## src/sv/motor_command_frame_encoder_top_defines.svh

```systemverilog
// ---------------------------------------------------------------------------
// motor command frame encoder assertion macros
// shared property wrappers for the encoder checks
// ---------------------------------------------------------------------------
`ifndef MOTOR_COMMAND_FRAME_ENCODER_TOP_DEFINES_SVH
`define MOTOR_COMMAND_FRAME_ENCODER_TOP_DEFINES_SVH

// same-cycle implication, disabled in reset
`define MCFE_ASSERT_IMPL(label, ck, rn, ante, cons) \
    label: assert property (@(posedge ck) disable iff (!rn) (ante) |-> (cons)) \
        else $error("mcfe check failed (same cycle)");

// next-cycle implication, disabled in reset
`define MCFE_ASSERT_NEXT(label, ck, rn, ante, cons) \
    label: assert property (@(posedge ck) disable iff (!rn) (ante) |=> (cons)) \
        else $error("mcfe check failed (next cycle)");

`endif

```

## src/sv/mcfe_pkg.sv

```systemverilog
// ---------------------------------------------------------------------------
// mcfe_pkg
// types and constants shared by the motor command frame encoder
// ---------------------------------------------------------------------------
package mcfe_pkg;

    typedef enum logic [2:0] {
        FUNC_EC_MIT    = 3'd0,
        FUNC_DM_MIT    = 3'd1,
        FUNC_ENABLE    = 3'd2,
        FUNC_ZERO      = 3'd3,
        FUNC_CLEAR     = 3'd4,
        FUNC_QUERY_POS = 3'd5,
        FUNC_QUERY_VEL = 3'd6,
        FUNC_QUERY_CUR = 3'd7
    } func_t;

    localparam int SP_W        = 24;
    localparam int ID_W        = 11;
    localparam int LEN_W       = 4;
    localparam int NUM_SP      = 5;
    localparam int LIM_W       = 27;
    localparam int D_W         = 25;
    localparam int Q_W         = 22;
    localparam int CODE_W      = 16;
    localparam int SPAN_W      = 10;
    localparam int RECIP_W     = 32;
    localparam int RECIP_SHIFT = 32;

    localparam int FIELD_KP = 0;
    localparam int FIELD_KD = 1;
    localparam int FIELD_PS = 2;
    localparam int FIELD_VL = 3;
    localparam int FIELD_TQ = 4;

    // limits in half units: stiffness, damping, position, speed, torque
    localparam int EC_LO2  [NUM_SP] = '{0, 0, -25, -36, -60};
    localparam int EC_HI2  [NUM_SP] = '{1000, 10, 25, 36, 60};
    localparam int EC_BITS [NUM_SP] = '{12, 9, 16, 12, 12};
    localparam int DM_LO2  [NUM_SP] = '{0, 0, -25, -90, -36};
    localparam int DM_HI2  [NUM_SP] = '{1000, 10, 25, 90, 36};
    localparam int DM_BITS [NUM_SP] = '{12, 12, 16, 12, 12};

    localparam logic [7:0] CMD_FILL     = 8'hFF;
    localparam logic [7:0] TAIL_ENABLE  = 8'hFC;
    localparam logic [7:0] TAIL_ZERO    = 8'hFE;
    localparam logic [7:0] TAIL_CLEAR   = 8'hFB;
    localparam logic [7:0] QUERY_CMD    = 8'hE0;
    localparam logic [7:0] MODE_POS     = 8'h01;
    localparam logic [7:0] MODE_VEL     = 8'h02;
    localparam logic [7:0] MODE_CUR     = 8'h03;
    localparam logic [7:0] BYTE_ZERO    = 8'h00;

    localparam logic [LEN_W-1:0] LEN_CMD   = 4'd8;
    localparam logic [LEN_W-1:0] LEN_QUERY = 4'd2;

    typedef struct packed {
        logic en1;
        logic en2;
        logic en3;
        logic dm0;
        logic dm1;
        logic dm2;
        logic dm3;
    } lane_ctl_t;

endpackage

```

## src/sv/mcfe_pack.sv

```systemverilog
// ---------------------------------------------------------------------------
// mcfe_pack
// frame assembly and output register
// ---------------------------------------------------------------------------
module mcfe_pack
    import mcfe_pkg::*;
(
    input  logic                clk,
    input  logic                en,
    input  func_t               func,
    input  logic [ID_W-1:0]     node_id,
    input  logic [CODE_W-1:0]   kp,
    input  logic [CODE_W-1:0]   kd,
    input  logic [CODE_W-1:0]   ps,
    input  logic [CODE_W-1:0]   vl,
    input  logic [CODE_W-1:0]   tq,
    output logic [ID_W-1:0]     frame_id,
    output logic [LEN_W-1:0]    frame_len,
    output logic [7:0]          bytes [8]
);

    logic [ID_W-1:0]  id_reg;
    logic [LEN_W-1:0] len_next;
    logic [LEN_W-1:0] len_reg;
    logic [7:0]       b_next [8];
    logic [7:0]       b_reg  [8];

    always_comb
    begin
        len_next = LEN_CMD;
        for (int i = 0; i < 8; i++)
        begin
            b_next[i] = BYTE_ZERO;
        end
        case (func)
            FUNC_EC_MIT:
            begin
                b_next[0] = {3'b000, kp[11:7]};
                b_next[1] = {kp[6:0], kd[8]};
                b_next[2] = kd[7:0];
                b_next[3] = ps[15:8];
                b_next[4] = ps[7:0];
                b_next[5] = vl[11:4];
                b_next[6] = {vl[3:0], tq[11:8]};
                b_next[7] = tq[7:0];
            end
            FUNC_DM_MIT:
            begin
                b_next[0] = ps[15:8];
                b_next[1] = ps[7:0];
                b_next[2] = vl[11:4];
                b_next[3] = {vl[3:0], kp[11:8]};
                b_next[4] = kp[7:0];
                b_next[5] = kd[11:4];
                b_next[6] = {kd[3:0], tq[11:8]};
                b_next[7] = tq[7:0];
            end
            FUNC_ENABLE, FUNC_ZERO, FUNC_CLEAR:
            begin
                for (int i = 0; i < 7; i++)
                begin
                    b_next[i] = CMD_FILL;
                end
                if (func == FUNC_ENABLE)
                begin
                    b_next[7] = TAIL_ENABLE;
                end
                else if (func == FUNC_ZERO)
                begin
                    b_next[7] = TAIL_ZERO;
                end
                else
                begin
                    b_next[7] = TAIL_CLEAR;
                end
            end
            FUNC_QUERY_POS:
            begin
                len_next  = LEN_QUERY;
                b_next[0] = QUERY_CMD;
                b_next[1] = MODE_POS;
            end
            FUNC_QUERY_VEL:
            begin
                len_next  = LEN_QUERY;
                b_next[0] = QUERY_CMD;
                b_next[1] = MODE_VEL;
            end
            FUNC_QUERY_CUR:
            begin
                len_next  = LEN_QUERY;
                b_next[0] = QUERY_CMD;
                b_next[1] = MODE_CUR;
            end
            default:
            begin
                len_next = LEN_CMD;
            end
        endcase
    end

    always_ff @(posedge clk)
    begin
        if (en)
        begin
            id_reg  <= node_id;
            len_reg <= len_next;
            b_reg   <= b_next;
        end
    end

    assign frame_id  = id_reg;
    assign frame_len = len_reg;
    assign bytes     = b_reg;

endmodule

```

## config.mk

```make
export PLATFORM = sky130hd
export DESIGN_NAME = mcfe_pack
export DESIGN_NICKNAME = d
export VERILOG_FILES = /design/src/sv/motor_command_frame_encoder_top_defines.svh /design/src/sv/mcfe_pkg.sv /design/src/sv/mcfe_pack.sv
export SDC_FILE = /design/constraint.sdc
export NUM_CORES = 1
export LEC_CHECK = 0
export BUFFER_PORTS_ARGS = -buffer_cell sky130_fd_sc_hd__buf_2
export CAP_MARGIN = 20
export CORE_MARGIN = 3
export CORE_UTILIZATION = 35
export DETAILED_ROUTE_END_ITERATION = 12
export PLACE_DENSITY_LB_ADDON = 0.05
export REMOVE_ABC_BUFFERS = 1
export SLEW_MARGIN = 20
export SYNTH_ARGS = -nofsm -noshare
export SYNTH_HDL_FRONTEND = slang
export SYNTH_SLANG_ARGS = --single-unit
```

## constraint.sdc

```tcl
create_clock -name clk -period 2.75 [get_ports clk]
set_input_delay 0.825 -clock clk [delete_from_list [all_inputs] [get_ports clk]]
set_output_delay 0.825 -clock clk [all_outputs]
set_load 0.01 [all_outputs]
```

==> impl_results.md, run 1 <==
* XOR/XNOR Fraction of Synth Area at 0%
* Critical path fanouts, max at 58
* Internal power at between 2 and 2.5 mW
* Setup violators final at 0
* CP Capture Type: flip-flop
* Drt first-iter violations at 125
* Crit. Startpoint: func[0]
* Placer Congestion at between 0.6 and 0.7
* Fin. max-slew vios at 0
* Most used cell, CP: buf_4
* Final Cell Area at 0.00448 sq mm
* Worst-path cell chain: buf_2 -> buf_4 -> o21ai_0 -> buf_4 -> o21a_1
* DP HPWL at 5.48 mm
* Yosys reg bits at 77
* Reg power frac at about half
* Antenna viol nets, final at 0
* WL per Instance at 14.9 microns
* Syn Area/Cell at 12.0 sq um
* Worst setup path endpoint: bytes[7]$_DFFE_PP_
* Starting Density at 36.4%
* Post-synthesis mux area share at 0.293%
* CP startpoint kind: input port
* Hold_buf cts at 0
* Sequential area share after synthesis at roughly two thirds
* Comb power frac at between 10% and 20%
* RSZ-0062 raised after global routing: false
* Dpl cell area at about 0.0043 sq mm
* First-pass GRT wire length at 13.1 mm
* CTS Sinks at 77
* Yosys Warn Count at 0
* Sw Pwr at 696 uW
* Hold Vio Cnt, Final at 0
* Met1 usage at 19.3%
* Slew @ Worst Pin at 0.955 ns
* Routed WL at around 8.3 mm
* CP arrival at 1.95 ns
* Crit path max-delay cell type: buf_4
* Main combinational cell family by area after synthesis: compound AO/OA/AOI/OAI gates
* Grt ovf at 0
* Initial DRT Pass Iterations at 4
* Leading area contributor after synthesis: edfxtp_1
* Postcts setup bufs at 0
* Leakage at 1.85 nW
* Gr usage total at between 10% and 20%
* Port bufs at approximately 160
* Synth Area in Adders at 0%
* Cells after DPL at about 550
* Slew HR at 36.3%
* CTS tree: built
* Setup tns final at 0 ns
* Synth Area in Simple Gates at 7.29%
* Slowest stage delay, CP at around 0.50 ns
* Max VDD drop at 0.000286 V
* Net Sw Frac at 24.8%
* # DRC at 0
* Total power divided by cell area at 626 mW/mm^2
* Netlist cell types at 23
* Die area at between 0.01 and 0.015 sq mm
* Routing usage on met2 at 23.2%
* Mapped Cells at around 280
* Status: completed
* Max Cap Viol at 0
* Number of global-route vias before repair at approximately 2600
* Max H-tree Level at 3
* GR Layer Usage met3 at 5.74%
* Vias at 2734
* Crit Path Class: input port to flip-flop
* # IOs at about 180
* Clk pwr share at 33.4%
* Worst min-delay path category: input port to flip-flop
* ANT cells at 0
* CTS Buf Count at 9
* Number of nets in the layout at 523
* Most common cell after layout, fill and taps aside: buf_2
* CTS resizes at 0
* Initial antenna violation count at 0
* Root Buffer: clkbuf_8
* Largest net degree at the start of global routing at 59
* Core area at approximately 0.0094 sq mm
* Top post-synthesis cells by area: edfxtp_1, o22ai_1, a21oi_1
* Proportion of layout cells with a drive suffix above 1 at 41.4%
* Fmax achieved at about 0.54 GHz
* P&R area growth vs syn at 31.3%
* Maximum clock path buffer count at 2
* Post-Layout Cell Count at 561
* Chip height at 105 microns
* Worst endpoint required time at about 2.8 ns
* CTS clk-pin slew, worst paths at 0.08 ns
* Final Cycle Share at 67.4%
* Most Crowded Layer GR: met2
* Synth top area share at 67.7%
* Vias per cell at a little under 5
* Compound-Gate Fraction of Synth Area at 19.1%
* FP Rows at 35
* Commonest non-fill, non-tap cells in the layout: buf_2, edfxtp_1, nor2_1
* Min Tclk post-route at 1.85 ns
* Post-Syn Area at around 0.0034 sq mm
* Die Wd at 105 microns
-- registers in the layout (all words and copies together), names as in the netlist --
name,flops
frame_len,2
bytes,64
frame_id,11
-- logic make-up after synthesis --
group / Yosys count
buffers and inverters: 35
AO/OA/AOI/OAI: 111
multiplexers: 1
flip-flops: 77
other: 1
AND/OR/NAND/NOR: 59
-- metrics by stage --
| step | worst slack [ns] | utilization (%) | power [mW] | hold slack (ns) |
|---|---|---|---|---|
| after detailed placement | 0.543 | 45.6 | 1.90 | 1.00 |
| final | 0.897 | 47.9 | 2.81 | 0.663 |
| after floorplan | 0.669 | - | 1.64 | 0.924 |
| after global routing | 0.801 | 47.9 | 2.94 | 0.637 |
| after CTS | 0.912 | 47.9 | 2.84 | 0.640 |
| after global placement | 0.576 | 45.6 | 1.90 | 1.00 |
-- how the worst min path moves through the flow --
stage	start	endpoint	slack, ns	cells after the start
after floorplan	node_id[0]	frame_id[0]$_DFFE_PP_	0.92	0
after global placement	node_id[0]	frame_id[0]$_DFFE_PP_	1.00	1
after detailed placement	node_id[0]	frame_id[0]$_DFFE_PP_	1.00	1
after CTS	node_id[0]	frame_id[0]$_DFFE_PP_	0.64	1
after global routing	node_id[0]	frame_id[0]$_DFFE_PP_	0.64	1
final	node_id[0]	frame_id[0]$_DFFE_PP_	0.66	1
-- layer usage --
layer | up-vias | part of all wire [%]
met5 | - | 0
met4 | 0 | 1.1
met3 | 8 | 9.0
met2 | 111 | 46
met1 | 1262 | 44
li1 | 1353 | -
-- cell type report --
cell class / instances / area (sq um)
multi-input combinational: 173 / 918
clock buffer: 10 / 128
clock inverter: 6 / 86.3
timing repair buffer: 164 / 871
tap: 129 / 161
sequential: 77 / 2310
inverter: 2 / 7.51
fill: 936 / 4890
-- power by group through the flow --
stage               Sequential [mW]  Clock [mW]  Combinational, mW
global route                   1.45        1.01              0.475
CTS                            1.44       0.960              0.436
global placement               1.47           0              0.432
detailed placement             1.47           0              0.435
floorplan                      1.53           0              0.104
finish                         1.44       0.937              0.429
-- worst max-delay path: cells and delay by family --
family | cells | cell delay (ns)
buffers and inverters | 3 | 0.78
AOI/OAI and AO/OA | 2 | 0.28
-- synth_stat cells --
library cell / number
edfxtp_1: 77
nor2_1: 50
a21oi_1: 48
o22ai_1: 47
buf_2: 19
o21a_1: 9
clkbuf_1: 8
a21o_1: 3
buf_4: 3
buf_6: 3
inv_1: 2
nand2b_1: 2
o21bai_1: 2
or2_1: 2
and3b_1: 1
conb_1: 1
mux2i_1: 1
nand3b_1: 1
nor3_1: 1
nor4_1: 1
nor4b_1: 1
o211ai_1: 1
o21ai_0: 1
No activity file was read; power rests on OpenSTA's default activity.
==> inputs of run 2 (changes only) <==
--- a/config.mk
+++ b/config.mk
@@ -5,6 +5,7 @@
 export SDC_FILE = /design/constraint.sdc
 export NUM_CORES = 1
 export LEC_CHECK = 0
+export ABC_AREA = 1
 export BUFFER_PORTS_ARGS = -buffer_cell sky130_fd_sc_hd__buf_2
 export CAP_MARGIN = 20
 export CORE_MARGIN = 3
==> constraint.sdc (replaced) <==
create_clock -name clk -period 1.69 [get_ports clk]
set_input_delay 0.507 -clock clk [delete_from_list [all_inputs] [get_ports clk]]
set_output_delay 0.507 -clock clk [all_outputs]
set_load 0.01 [all_outputs]
==> run 2 against run 1 <==
Against the previous run: combinational power up 79%; largest power group unchanged; non-clock buffer count up 10; highest routed layer unchanged; count of clock-buffer cells in the layout unchanged; die area up 9.6%; design area up 8.9%; setup slack worse by 0.61 ns; via count up 17%; critical endpoint is now bytes[44]; synthesized area up 10%.
==> impl_results.md, run 2 <==
* Status: completed
* Die Wd at about 110 microns
* Synth Flop Type: edfxtp_1
* First-pass GRT wire length at ~15 mm
* WL per Instance at 13.4 microns
* Hold Crit Start: node_id[3]
* Maximum clock path buffer count at 2
* Die area at around 0.012 sq mm
* CTS clk-pin slew, worst paths at 0.08 ns
* Min Tclk post-route at 1.40 ns
* CP Capture Type: primary output
* FILL cells at 1049
* P&R area growth vs syn at 29.7%
* Max H-tree Level at 3
* Post-Syn Area at ~0.0038 sq mm
* Cells after DPL at between 600 and 700
* ANT cells at 0
* Leakage at 2.37 nW
* Mapped Cells at ~400
* Synth top area share at 61.4%
* Critical path fanouts, max at 1
* Core area at 0.0104 sq mm
* Yosys Warn Count at 0
* Commonest non-fill, non-tap cells in the layout: buf_2, nand2_1, nand3_1
* Worst Hold Path EP: frame_id[3]$_DFFE_PP_
* CTS Buf Count at 9
* Port bufs at 156
* Post-synth EDFFs at 77
* # IOs at 175
* Max Cap Viol at 0
* WHS Path Cells at 1
* Async set-reset flop share out of synthesis at 0%
* Chip height at 110 microns
* Post-Layout Cell Count at 694
* Placer Congestion at 0.702
* Setup violators final at 0
* Fmax achieved at 0.713 GHz
* Worst-path cell chain: buf_2
* Largest net degree at the start of global routing at 45
* Max reg flops at 64
* Final Cycle Share at 83.0%
* Fin. max-slew vios at 0
* Worst endpoint required time at 1.18 ns
* Crit path max-delay cell type: edfxtp_1
* Top cell family by delay on the critical path: flip-flops
* # DRC at 0
* Total power divided by cell area at 896 mW/mm^2
* DP HPWL at 6.53 mm
* Initial antenna violation count at 0
* Syn Area/Cell at 9.44 sq um
* Crit Path Class: flip-flop to primary output
* Vias at 3198
* Netlist cell types at 17
* Drt first-iter violations at 173
* RSZ-0062 raised after global routing: false
* Slowest stage delay, CP at 0.39 ns
* Vias per cell at between 4 and 5
* FP Rows at 37
* Synth cell count leaders: nand2_1, nand3_1, edfxtp_1, inv_1, nor2_1
* Initial DRT Pass Iterations at 4
* Root Buffer: clkbuf_8
* CP startpoint kind: flip-flop
* Starting Density at 36.3%
* Top post-synthesis cells by area: edfxtp_1, nand3_1, nand2_1
* Hold_buf cts at 0
* Max VDD drop at between 0.0003 and 0.0004 V
* Number of global-route vias before repair at 3003
* CTS resizes at 0
* Most common cell after layout, fill and taps aside: buf_2
* CTS tree: built
* Leading area contributor after synthesis: edfxtp_1
* CTS Sinks at between 70 and 80
* Antenna viol nets, final at 0
* Yosys reg bits at 77
* Grt ovf at 0
* Count leader, synth: nand2_1
* Buf+Inv Stages, Crit Path at 1
* Worst min-delay path category: input port to flip-flop
* Number of nets in the layout at 649
* Sequential area share after synthesis at around three fifths
* Hold Vio Cnt, Final at 0
* Proportion of layout cells with a drive suffix above 1 at around a third
* Setup tns final at 0 ns
* Routed WL at a little over 9 mm
* Postcts setup bufs at 0
* Gr usage total at 16.0%
* CP arrival at 0.90 ns
[run 2: final cells by class]
| class | count | area [sq um] | share of cell area [%] |
|---|---|---|---|
| Inverter | 51 | 191 | 3.92 |
| Sequential cell | 77 | 2310 | 47.3 |
| Tap cell | 136 | 170 | 3.48 |
| Multi-Input combinational cell | 240 | 1060 | 21.7 |
| Clock buffer | 10 | 128 | 2.61 |
| Clock inverter | 6 | 40.0 | 0.820 |
| Timing Repair Buffer | 174 | 981 | 20.1 |
[run 2: power breakdown]
part / total, mW / internal [mW] / switching [mW]
clock: 1.23 / 0.531 / 0.704
combinational: 0.770 / 0.312 / 0.459
sequential: 2.37 / 2.33 / 0.0442
[run 2: logic make-up (layout without fill, tap and decap cells)]
logic type             Yosys count  count (layout)  share of synthesized area (%)
AOI/OAI and AO/OA                4               4                          0.532
buffers and inverters           83             241                           10.6
DFF                             77              77                           61.4
other                            1               2                         0.0996
and+or+nand+nor                234             234                           27.4
[run 2: worst max-delay path by stage]
| stage | to | slack, ns | start | cells after the start |
|---|---|---|---|---|
| floorplan | bytes[12]$_DFFE_PP_ | -0.49 | func[0] | 5 |
| global placement | bytes[52]$_DFFE_PP_ | 0.08 | func[0] | 7 |
| detailed placement | bytes[29]$_DFFE_PP_ | 0.07 | func[0] | 7 |
| CTS | bytes[49] | 0.26 | bytes[49]$_DFFE_PP_ | 1 |
| global route | bytes[27] | 0.24 | bytes[27]$_DFFE_PP_ | 1 |
| finish | bytes[44] | 0.29 | bytes[44]$_DFFE_PP_ | 1 |
[run 2: metal layers]
metal	global-route usage, %	part of all wire, %	up-vias	routed length [microns]
met5	0	0	-	0
met4	8.19	2.6	0	239
met3	5.11	9.9	18	919
met2	24.8	45	116	4130
met1	20.1	43	1454	3990
li1	-	-	1610	-
[run 2: through the flow]
| step | util [%] | hold WS, ns | setup WS (ns) | cell area [sq um] | power [mW] |
|---|---|---|---|---|---|
| floorplan | - | 0.606 | -0.493 | 3560 | 2.74 |
| global placement | 45.5 | 0.685 | 0.0820 | 4720 | 3.19 |
| detailed placement | 45.5 | 0.685 | 0.0681 | 4720 | 3.20 |
| CTS | 47.1 | 0.297 | 0.261 | 4880 | 4.46 |
| global route | 47.1 | 0.303 | 0.238 | 4880 | 4.63 |
| finish | 47.1 | 0.323 | 0.288 | 4880 | 4.38 |
