File: src/sv/motor_command_frame_encoder_top_defines.svh
// ---------------------------------------------------------------------------
// motor command frame encoder assertion macros
// shared property wrappers for the encoder checks
// ---------------------------------------------------------------------------
`ifndef MOTOR_COMMAND_FRAME_ENCODER_TOP_DEFINES_SVH
`define MOTOR_COMMAND_FRAME_ENCODER_TOP_DEFINES_SVH

// same-cycle implication, disabled in reset
`define MCFE_ASSERT_IMPL(label, ck, rn, ante, cons) \
    label: assert property (@(posedge ck) disable iff (!rn) (ante) |-> (cons)) \
        else $error("mcfe check failed (same cycle)");

// next-cycle implication, disabled in reset
`define MCFE_ASSERT_NEXT(label, ck, rn, ante, cons) \
    label: assert property (@(posedge ck) disable iff (!rn) (ante) |=> (cons)) \
        else $error("mcfe check failed (next cycle)");

`endif

File: src/sv/mcfe_pkg.sv
// ---------------------------------------------------------------------------
// mcfe_pkg
// types and constants shared by the motor command frame encoder
// ---------------------------------------------------------------------------
package mcfe_pkg;

    typedef enum logic [2:0] {
        FUNC_EC_MIT    = 3'd0,
        FUNC_DM_MIT    = 3'd1,
        FUNC_ENABLE    = 3'd2,
        FUNC_ZERO      = 3'd3,
        FUNC_CLEAR     = 3'd4,
        FUNC_QUERY_POS = 3'd5,
        FUNC_QUERY_VEL = 3'd6,
        FUNC_QUERY_CUR = 3'd7
    } func_t;

    localparam int SP_W        = 24;
    localparam int ID_W        = 11;
    localparam int LEN_W       = 4;
    localparam int NUM_SP      = 5;
    localparam int LIM_W       = 27;
    localparam int D_W         = 25;
    localparam int Q_W         = 22;
    localparam int CODE_W      = 16;
    localparam int SPAN_W      = 10;
    localparam int RECIP_W     = 32;
    localparam int RECIP_SHIFT = 32;

    localparam int FIELD_KP = 0;
    localparam int FIELD_KD = 1;
    localparam int FIELD_PS = 2;
    localparam int FIELD_VL = 3;
    localparam int FIELD_TQ = 4;

    // limits in half units: stiffness, damping, position, speed, torque
    localparam int EC_LO2  [NUM_SP] = '{0, 0, -25, -36, -60};
    localparam int EC_HI2  [NUM_SP] = '{1000, 10, 25, 36, 60};
    localparam int EC_BITS [NUM_SP] = '{12, 9, 16, 12, 12};
    localparam int DM_LO2  [NUM_SP] = '{0, 0, -25, -90, -36};
    localparam int DM_HI2  [NUM_SP] = '{1000, 10, 25, 90, 36};
    localparam int DM_BITS [NUM_SP] = '{12, 12, 16, 12, 12};

    localparam logic [7:0] CMD_FILL     = 8'hFF;
    localparam logic [7:0] TAIL_ENABLE  = 8'hFC;
    localparam logic [7:0] TAIL_ZERO    = 8'hFE;
    localparam logic [7:0] TAIL_CLEAR   = 8'hFB;
    localparam logic [7:0] QUERY_CMD    = 8'hE0;
    localparam logic [7:0] MODE_POS     = 8'h01;
    localparam logic [7:0] MODE_VEL     = 8'h02;
    localparam logic [7:0] MODE_CUR     = 8'h03;
    localparam logic [7:0] BYTE_ZERO    = 8'h00;

    localparam logic [LEN_W-1:0] LEN_CMD   = 4'd8;
    localparam logic [LEN_W-1:0] LEN_QUERY = 4'd2;

    typedef struct packed {
        logic en1;
        logic en2;
        logic en3;
        logic dm0;
        logic dm1;
        logic dm2;
        logic dm3;
    } lane_ctl_t;

endpackage

File: src/sv/mcfe_lane.sv
// ---------------------------------------------------------------------------
// mcfe_lane
// clamp, scale and constant divide of one setpoint into its unsigned code
// ---------------------------------------------------------------------------
module mcfe_lane
    import mcfe_pkg::*;
#(
    parameter int FRAC_BITS = 10,
    parameter int FIELD     = 0
)
(
    input  logic                     clk,
    input  logic signed [SP_W-1:0]   setpoint,
    input  lane_ctl_t                ctl,
    output logic [CODE_W-1:0]        code
);

    localparam int UNIT    = 1 << (FRAC_BITS - 1);
    localparam int EC_SPAN = EC_HI2[FIELD] - EC_LO2[FIELD];
    localparam int DM_SPAN = DM_HI2[FIELD] - DM_LO2[FIELD];

    localparam logic signed [LIM_W-1:0] EC_LO = LIM_W'(EC_LO2[FIELD] * UNIT);
    localparam logic signed [LIM_W-1:0] EC_HI = LIM_W'(EC_HI2[FIELD] * UNIT);
    localparam logic signed [LIM_W-1:0] DM_LO = LIM_W'(DM_LO2[FIELD] * UNIT);
    localparam logic signed [LIM_W-1:0] DM_HI = LIM_W'(DM_HI2[FIELD] * UNIT);

    localparam logic [CODE_W-1:0] EC_MAX = CODE_W'((1 << EC_BITS[FIELD]) - 1);
    localparam logic [CODE_W-1:0] DM_MAX = CODE_W'((1 << DM_BITS[FIELD]) - 1);

    localparam logic [RECIP_W-1:0] EC_RECIP = RECIP_W'((64'd1 << RECIP_SHIFT) / EC_SPAN);
    localparam logic [RECIP_W-1:0] DM_RECIP = RECIP_W'((64'd1 << RECIP_SHIFT) / DM_SPAN);

    localparam logic [SPAN_W-1:0] EC_SPAN_V = SPAN_W'(EC_SPAN);
    localparam logic [SPAN_W-1:0] DM_SPAN_V = SPAN_W'(DM_SPAN);

    logic signed [LIM_W-1:0]      x_ext;
    logic signed [LIM_W-1:0]      lo_sel;
    logic signed [LIM_W-1:0]      hi_sel;
    logic signed [LIM_W-1:0]      x_clamp;
    logic [D_W-1:0]               d_next;
    logic [D_W-1:0]               d_reg;

    logic [CODE_W-1:0]            max_sel;
    logic [D_W+CODE_W-1:0]        prod_scale;
    logic [Q_W-1:0]               q_next;
    logic [Q_W-1:0]               q_reg;

    logic [RECIP_W-1:0]           recip_sel;
    logic [Q_W+RECIP_W-1:0]       prod_recip;
    logic [CODE_W-1:0]            est_next;
    logic [CODE_W-1:0]            est_reg;
    logic [Q_W-1:0]               q3_reg;

    logic [SPAN_W-1:0]            span_sel;
    logic [Q_W-1:0]               prod_fix;
    logic [Q_W-1:0]               rem;

    // stage 1: clamp and offset
    assign x_ext   = LIM_W'(setpoint);
    assign lo_sel  = ctl.dm0 ? DM_LO : EC_LO;
    assign hi_sel  = ctl.dm0 ? DM_HI : EC_HI;
    assign x_clamp = (x_ext < lo_sel) ? lo_sel : ((x_ext > hi_sel) ? hi_sel : x_ext);
    assign d_next  = D_W'(x_clamp - lo_sel);

    // stage 2: scale by full code and drop the fraction unit
    assign max_sel    = ctl.dm1 ? DM_MAX : EC_MAX;
    assign prod_scale = (D_W+CODE_W)'(d_reg) * (D_W+CODE_W)'(max_sel);
    assign q_next     = Q_W'(prod_scale >> (FRAC_BITS - 1));

    // stage 3: reciprocal estimate, low by at most one
    assign recip_sel  = ctl.dm2 ? DM_RECIP : EC_RECIP;
    assign prod_recip = (Q_W+RECIP_W)'(q_reg) * (Q_W+RECIP_W)'(recip_sel);
    assign est_next   = CODE_W'(prod_recip >> RECIP_SHIFT);

    // correction of the estimate
    assign span_sel = ctl.dm3 ? DM_SPAN_V : EC_SPAN_V;
    assign prod_fix = Q_W'(Q_W'(est_reg) * Q_W'(span_sel));
    assign rem      = q3_reg - prod_fix;
    assign code     = (rem >= Q_W'(span_sel)) ? CODE_W'(est_reg + CODE_W'(1)) : est_reg;

    always_ff @(posedge clk)
    begin
        if (ctl.en1)
        begin
            d_reg <= d_next;
        end
        if (ctl.en2)
        begin
            q_reg <= q_next;
        end
        if (ctl.en3)
        begin
            est_reg <= est_next;
            q3_reg  <= q_reg;
        end
    end

endmodule

File: config.mk
export PLATFORM = sky130hd
export DESIGN_NAME = mcfe_lane
export DESIGN_NICKNAME = d
export VERILOG_FILES = /design/src/sv/motor_command_frame_encoder_top_defines.svh /design/src/sv/mcfe_pkg.sv /design/src/sv/mcfe_lane.sv
export SDC_FILE = /design/constraint.sdc
export NUM_CORES = 1
export LEC_CHECK = 0
export ABC_AREA = 1
export BUFFER_PORTS_ARGS = -buffer_cell sky130_fd_sc_hd__buf_2
export CELL_PAD_IN_SITES_DETAIL_PLACEMENT = 1
export CELL_PAD_IN_SITES_GLOBAL_PLACEMENT = 1
export CORE_ASPECT_RATIO = 2
export CORE_MARGIN = 2
export CORE_UTILIZATION = 47
export CTS_BUF_LIST = sky130_fd_sc_hd__clkbuf_8
export CTS_CLUSTER_DIAMETER = 200
export DETAILED_ROUTE_END_ITERATION = 12
export GPL_TIMING_DRIVEN = 1
export PLACE_DENSITY = 0.88
export SLEW_MARGIN = 10
export SYNTH_ARGS = -nofsm -noshare
export SYNTH_HDL_FRONTEND = slang
export SYNTH_SLANG_ARGS = --single-unit
File: constraint.sdc
create_clock -name clk -period 6.8 [get_ports clk]
set_input_delay 1.36 -clock clk [delete_from_list [all_inputs] [get_ports clk]]
set_output_delay 1.36 -clock clk [all_outputs]
set_load 0.05 [all_outputs]
==> results of run 1 <==
[synthesized netlist by cell type (2+ instances only)]
| master | count |
|---|---|
| o31ai_1 | 2 |
| buf_6 | 2 |
| o211ai_1 | 2 |
| a21oi_2 | 4 |
| nor2_1 | 107 |
| ha_1 | 330 |
| o21ai_1 | 3 |
| a31oi_1 | 14 |
| nor2_2 | 5 |
| nand3_2 | 2 |
| nand2_2 | 5 |
| a21oi_1 | 99 |
| inv_1 | 543 |
| nor2_4 | 2 |
| inv_2 | 6 |
| a21boi_0 | 4 |
| clkbuf_1 | 4 |
| nand3b_1 | 7 |
| nand2_1 | 291 |
| xnor2_1 | 16 |
| edfxtp_1 | 78 |
| buf_4 | 2 |
| or2_2 | 4 |
| o221ai_1 | 3 |
| o21bai_1 | 9 |
| and2_1 | 3 |
| nor4_1 | 9 |
| and3_1 | 3 |
| a211oi_1 | 3 |
| nand3_1 | 56 |
| o21a_1 | 4 |
| o21ai_0 | 66 |
| xor2_1 | 42 |
| fa_1 | 324 |
| nand4_1 | 20 |
| nor3_1 | 15 |
| a21o_1 | 7 |
[critical path, delay by kind of cell, from the launching register on]
family                   cells  cell delay (ns)
adder cells (fa/ha/maj)      6             2.83
flip-flops                   1             0.50
buffers and inverters       10             1.18
AND/OR/NAND/NOR              9             0.86
AO/OA/AOI/OAI                5             1.26
XOR/XNOR                     1             0.14
[path summary, 6_finish.rpt]
| check | endpoint | startpoint | cells past startpoint | slack, ns |
|---|---|---|---|---|
| setup / recovery | code[6] | est_reg[7] | 31 | -1.78 |
| hold / removal | q3_reg[14] | q_reg[14] | 0 | 0.64 |
| setup reg to reg | est_reg[12] | q_reg[21] | 18 | 0.01 |
| hold reg to reg | q3_reg[14] | q_reg[14] | 0 | 0.64 |
[kinds of logic after synthesis]
group | share of synthesized area
buffers and inverters | 0.111
adders and majority gates | 0.555
xor gates and xnor gates | 0.0266
other | 0.000196
AOI/OAI and AO/OA | 0.0653
DFF | 0.122
and+or+nand+nor | 0.120
[final cells by class]
type | count | area [um2] | area share
diodes | 2 | 5.00 | 0.000227
clock buffers | 9 | 124 | 0.00563
clock inverters | 7 | 95.1 | 0.00432
inverters | 549 | 2100 | 0.0953
multi-input cells | 1474 | 15400 | 0.700
flip-flops and latches | 78 | 2340 | 0.106
well taps | 530 | 663 | 0.0301
repair buffers | 157 | 1280 | 0.0580
[per-layer routing]
metal / track usage / share of wire / vias up
li1: - / - / 6920
met1: 0.271 / 0.27 / 8314
met2: 0.680 / 0.51 / 1020
met3: 0.119 / 0.078 / 698
met4: 0.429 / 0.14 / 4
met5: 0.00114 / 0.00021 / -
[timing repair]
action | CTS | global route
endpoints found under the setup margin | 14 | 17
hold buffers | 0 | 0
setup buffers | 10 | 20
hold endpoints to repair | 0 | 0
gates cloned | 2 | 0
resized for setup | 119 | 71
pin swaps | 22 | 30
[per-stage QoR]
stage | std cells | setup slack (ns) | setup TNS [ns] | util
6_report | 2806 | -1.78 | -23.46 | 0.548
4_1_cts | 2784 | -0.903 | -11.69 | 0.536
5_1_grt | 2804 | -1.94 | -26.06 | 0.548
3_3_place_gp | 2757 | -0.533 | -6.94 | 0.516
3_5_place_dp | 2757 | -0.660 | -8.69 | 0.516
2_1_floorplan | 2110 | 0.00700 | 0 | -
==> impl_metrics.py, run 1 <==
metrics = {
    "status": {
        "outcome": "finished with violations",
        "violations": "setup timing",
    },
    "clock_tree": {
        "cts_tree": "yes",
        "cts-root-buf": "clkbuf_8",
        "clock_path_buffers": 2,
        "h-tree-depth": 3,
        "numClockSinks": 78,
        "cts_buffers": 9,
        "clk_pin_slew_ns": 0.10,
        "clock_latency_ns": 0.44,
    },
    "routing": {
        "dr.pass1.iters": 5,
        "via_per_inst": 6.04,
        "antenna_left": 0,
        "route.detailed.drc": 0,
        "routed_wl_mm": 81.7,
        "vias": 16956,
        "drt_iter0_markers": 1107,
        "avgRoutedWirePerCell_um": 29.1,
    },
    "finish": {
        "area_growth_pct": 15.2,
        "fin_area_um2": 22000,
        "fin_nets": 2955,
        "layout_common_cells": "inv_1 (523), fa_1 (319), ha_1 (314)",
        "n_fill_cell": 4532,
        "drive_gt1_frac": 0.149,
        "final_common_cell": "inv_1",
        "largest_reg_flops": 24,
    },
    "global_route": {
        "gr-usage-all-layers": 0.370,
        "grt_pass1_vias": 20264,
        "grt_pass1_wl_mm": 114,
        "grt-ovfl-total": 0,
        "antenna_found_initial": 7,
        "grt_start_max_net_pins": 33,
    },
    "timing": {
        "slew_headroom": 0.327,
        "fin_crit_sh": 1.26,
        "worst_slack_ns": -1.78,
        "setup_viol": 14,
        "slew_violations": 0,
        "holdWs_ns": 0.638,
        "rsz0062_at_grt": "true",
        "max_slew.worst_pin.slew_ns": 0.999,
        "max_freq_mhz": 117,
        "clock_skew_ns": 0.0183,
        "hold_viol": 0,
        "fin_crit_ns": 8.58,
    },
    "logic_synthesis": {
        "synth_edf_count": 78,
        "syn_inst": 2104,
        "ys_ff_latch": 78,
        "synth_area_per_cell_um2": 9.09,
        "ys_seq_area_frac": 0.122,
        "synth_top_cell_by_area": "fa_1",
        "synth_ff_type": "edfxtp_1",
        "synthArstFlopShare": 0,
        "yosysWarningCount": 0,
        "ys_top_cells_by_area": "fa_1 (34%), ha_1 (22%), edfxtp_1 (12%), inv_1 (11%), nand2_1 (5.7%)",
        "synth_cell_type_count": 45,
        "netlist_area_um2": 19100,
        "synth_top_area_share": 0.339,
    },
    "setup_path": {
        "crit_arrival_ns": 7.22,
        "critical_path_required_ns": 5.44,
        "crit_path_end_kind": "primary output",
        "critical-path-max-stage-delay_ns": 0.64,
        "path_class": "register to primary output",
        "cp-start-kind": "register",
        "cp_max_fo": 6,
        "crit_top_cell": "nand2_2",
        "cp_slowest_cell": "o21ai_1",
    },
    "die": {
        "dieArea_um2": 42400,
        "pin_count": 48,
        "floorplan.initialDensity": 0.476,
        "fp.dieW_um": 147,
        "num_rows": 104,
        "coreArea_um2": 40200,
        "die_h_um": 289,
    },
    "min_path": {
        "hold_path.class": "register to register",
    },
    "placement": {
        "placed_area_um2": 20700,
        "post-dp-hpwl_mm": 59.1,
        "finalWeightedCongestion": 1.01,
        "portBuffers": 41,
    },
    "job": {
        "max-cap-violations": 0,
    },
}
Power of run 1 is not shown: default switching activity piles up to over one toggle a cycle in this logic, so the estimate is an artifact.
==> inputs of run 2 (changes only) <==
--- a/config.mk
+++ b/config.mk
@@ -17,6 +17,7 @@
 export DETAILED_ROUTE_END_ITERATION = 12
 export GPL_TIMING_DRIVEN = 1
 export PLACE_DENSITY = 0.88
+export RECOVER_POWER = 100
 export SLEW_MARGIN = 10
 export SYNTH_ARGS = -nofsm -noshare
 export SYNTH_HDL_FRONTEND = slang
==> run 2 against run 1 <==
The flow finishes with violations (capacitance limit, slew limit, setup timing). Setup slack lost 0.012 ns. Worst hold slack lost 0.0022 ns. Wire length grew 0.18%. Clock-buffer cell count unchanged. Non-clock buffer count did not move. First-iteration DRC count fell by 1.2%. Die area unchanged. Design area fell by 0.17%. Critical path type unchanged.
==> impl_metrics.py, run 2 (same netlist as run 1, synthesis figures left out) <==
metrics = {
    "status": {
        "outcome": "finished with violations",
        "violations": "capacitance limit, slew limit, setup timing",
    },
    "clock_tree": {
        "clock_path_buffers": 2,
        "clock_latency_ns": 0.44,
        "hold_buffers": 0,
        "h-tree-depth": 3,
        "numClockSinks": 78,
        "cts-root-buf": "clkbuf_8",
        "clk_pin_slew_ns": 0.10,
        "cts_buffers": 9,
        "cts_tree": "yes",
    },
    "timing": {
        "rsz0062_at_grt": "true",
        "max_freq_mhz": 116,
        "clock_skew_ns": 0.0186,
        "hold_viol": 0,
        "worst_slack_ns": -1.79,
        "max_slew.worst_pin.slew_ns": 2.19,
        "setup_viol": 16,
        "fin_crit_ns": 8.59,
        "fin_crit_sh": 1.26,
        "fin_tns_setup_ns": -23.85,
        "slew_headroom": -0.457,
        "slew_violations": 33,
    },
    "global_route": {
        "grt_pass1_vias": 20264,
        "antenna_found_initial": 7,
        "gr-usage-all-layers": 0.370,
        "grt_start_max_net_pins": 33,
        "grt_pass1_wl_mm": 114,
        "grt-ovfl-total": 0,
    },
    "die": {
        "coreArea_um2": 40200,
        "die_h_um": 289,
        "num_rows": 104,
        "floorplan.initialDensity": 0.476,
        "pin_count": 48,
        "dieArea_um2": 42400,
        "fp.dieW_um": 147,
    },
    "finish": {
        "final_common_cell": "inv_1",
        "fin_nets": 2955,
        "largest_reg_flops": 24,
        "area_growth_pct": 15.0,
        "drive_gt1_frac": 0.144,
        "layout_common_cells": "inv_1 (523), fa_1 (319), ha_1 (314)",
        "instances_no_fill": 2806,
    },
    "setup_path": {
        "path_class": "register to primary output",
        "crit_arrival_ns": 7.23,
        "crit_top_cell": "nand2_2",
        "crit_path_end_kind": "primary output",
        "critical_path_required_ns": 5.44,
        "cp_max_fo": 6,
        "cp_slowest_cell": "o21ai_1",
        "critical-path-max-stage-delay_ns": 0.65,
        "cp-start-kind": "register",
    },
    "routing": {
        "avgRoutedWirePerCell_um": 29.2,
        "vias": 17023,
        "antenna_left": 0,
        "via_per_inst": 6.07,
        "route.detailed.drc": 0,
        "routed_wl_mm": 81.9,
        "dr.pass1.iters": 5,
        "drt_iter0_markers": 1094,
    },
    "min_path": {
        "hold_path.class": "register to register",
    },
    "placement": {
        "finalWeightedCongestion": 1.01,
        "portBuffers": 41,
        "dp.cells": 2757,
        "post-dp-hpwl_mm": 59.1,
    },
    "job": {
        "max-cap-violations": 1,
    },
}
run 2: cell count changes in the layout (fill, tap and decap cells not counted):
| cell | before | now |
|---|---|---|
| xor2_2 | 3 | 2 |
| xor2_1 | 36 | 37 |
| buf_4 | 108 | 101 |
| buf_2 | 27 | 24 |
| clkbuf_1 | 0 | 10 |
run 2: path summary, 6_finish.rpt:
path / start / to / slack, ns / cells after the start
max: est_reg[7] / code[6] / -1.79 / 31
min: q_reg[14] / q3_reg[14] / 0.64 / 0
max reg2reg: q_reg[20] / est_reg[11] / -0.20 / 17
min reg2reg: q_reg[14] / q3_reg[14] / 0.64 / 0
run 2: final cells by class:
cell class | instances | area (um2)
diodes | 2 | 5.00
multi-input cells | 1474 | 15400
well taps | 530 | 663
repair buffers | 157 | 1250
clock inverters | 7 | 95.1
flip-flops and latches | 78 | 2340
inverters | 549 | 2100
clock buffers | 9 | 124
fillers | 4540 | 18200
run 2: through the flow:
stage | hold WS, ns | setup slack, ns | area, um2 | utilization
2_1_floorplan | 0.590 | 0.00700 | 19300 | -
3_3_place_gp | 0.571 | -0.533 | 20700 | 0.516
3_5_place_dp | 0.575 | -0.660 | 20700 | 0.516
4_1_cts | 0.612 | -0.903 | 21500 | 0.536
5_1_grt | 0.633 | -1.94 | 22000 | 0.547
6_report | 0.636 | -1.79 | 22000 | 0.547
run 2: routing by layer:
metal	vias up	track usage	share of wire
li1	6918	-	-
met1	8338	0.271	0.27
met2	1053	0.680	0.51
met3	712	0.119	0.079
met4	2	0.429	0.14
met5	-	0.00114	0.00011
run 2: worst max-delay path: cells and delay by family, from the launching register on:
family	cells	cell delay (ns)
DFF	1	0.50
xor gates and xnor gates	1	0.14
and+or+nand+nor	9	0.86
buffers and inverters	10	1.18
adders and majority gates	6	2.83
AOI/OAI and AO/OA	5	1.28
run 2: repair_timing:
action,4_1_cts,5_1_grt
gates cloned,2,0
pin swaps,22,30
setup buffers,10,20
setup endpoints to repair,14,17
resized for setup,119,71
Power of run 2 is left out for the same reason.
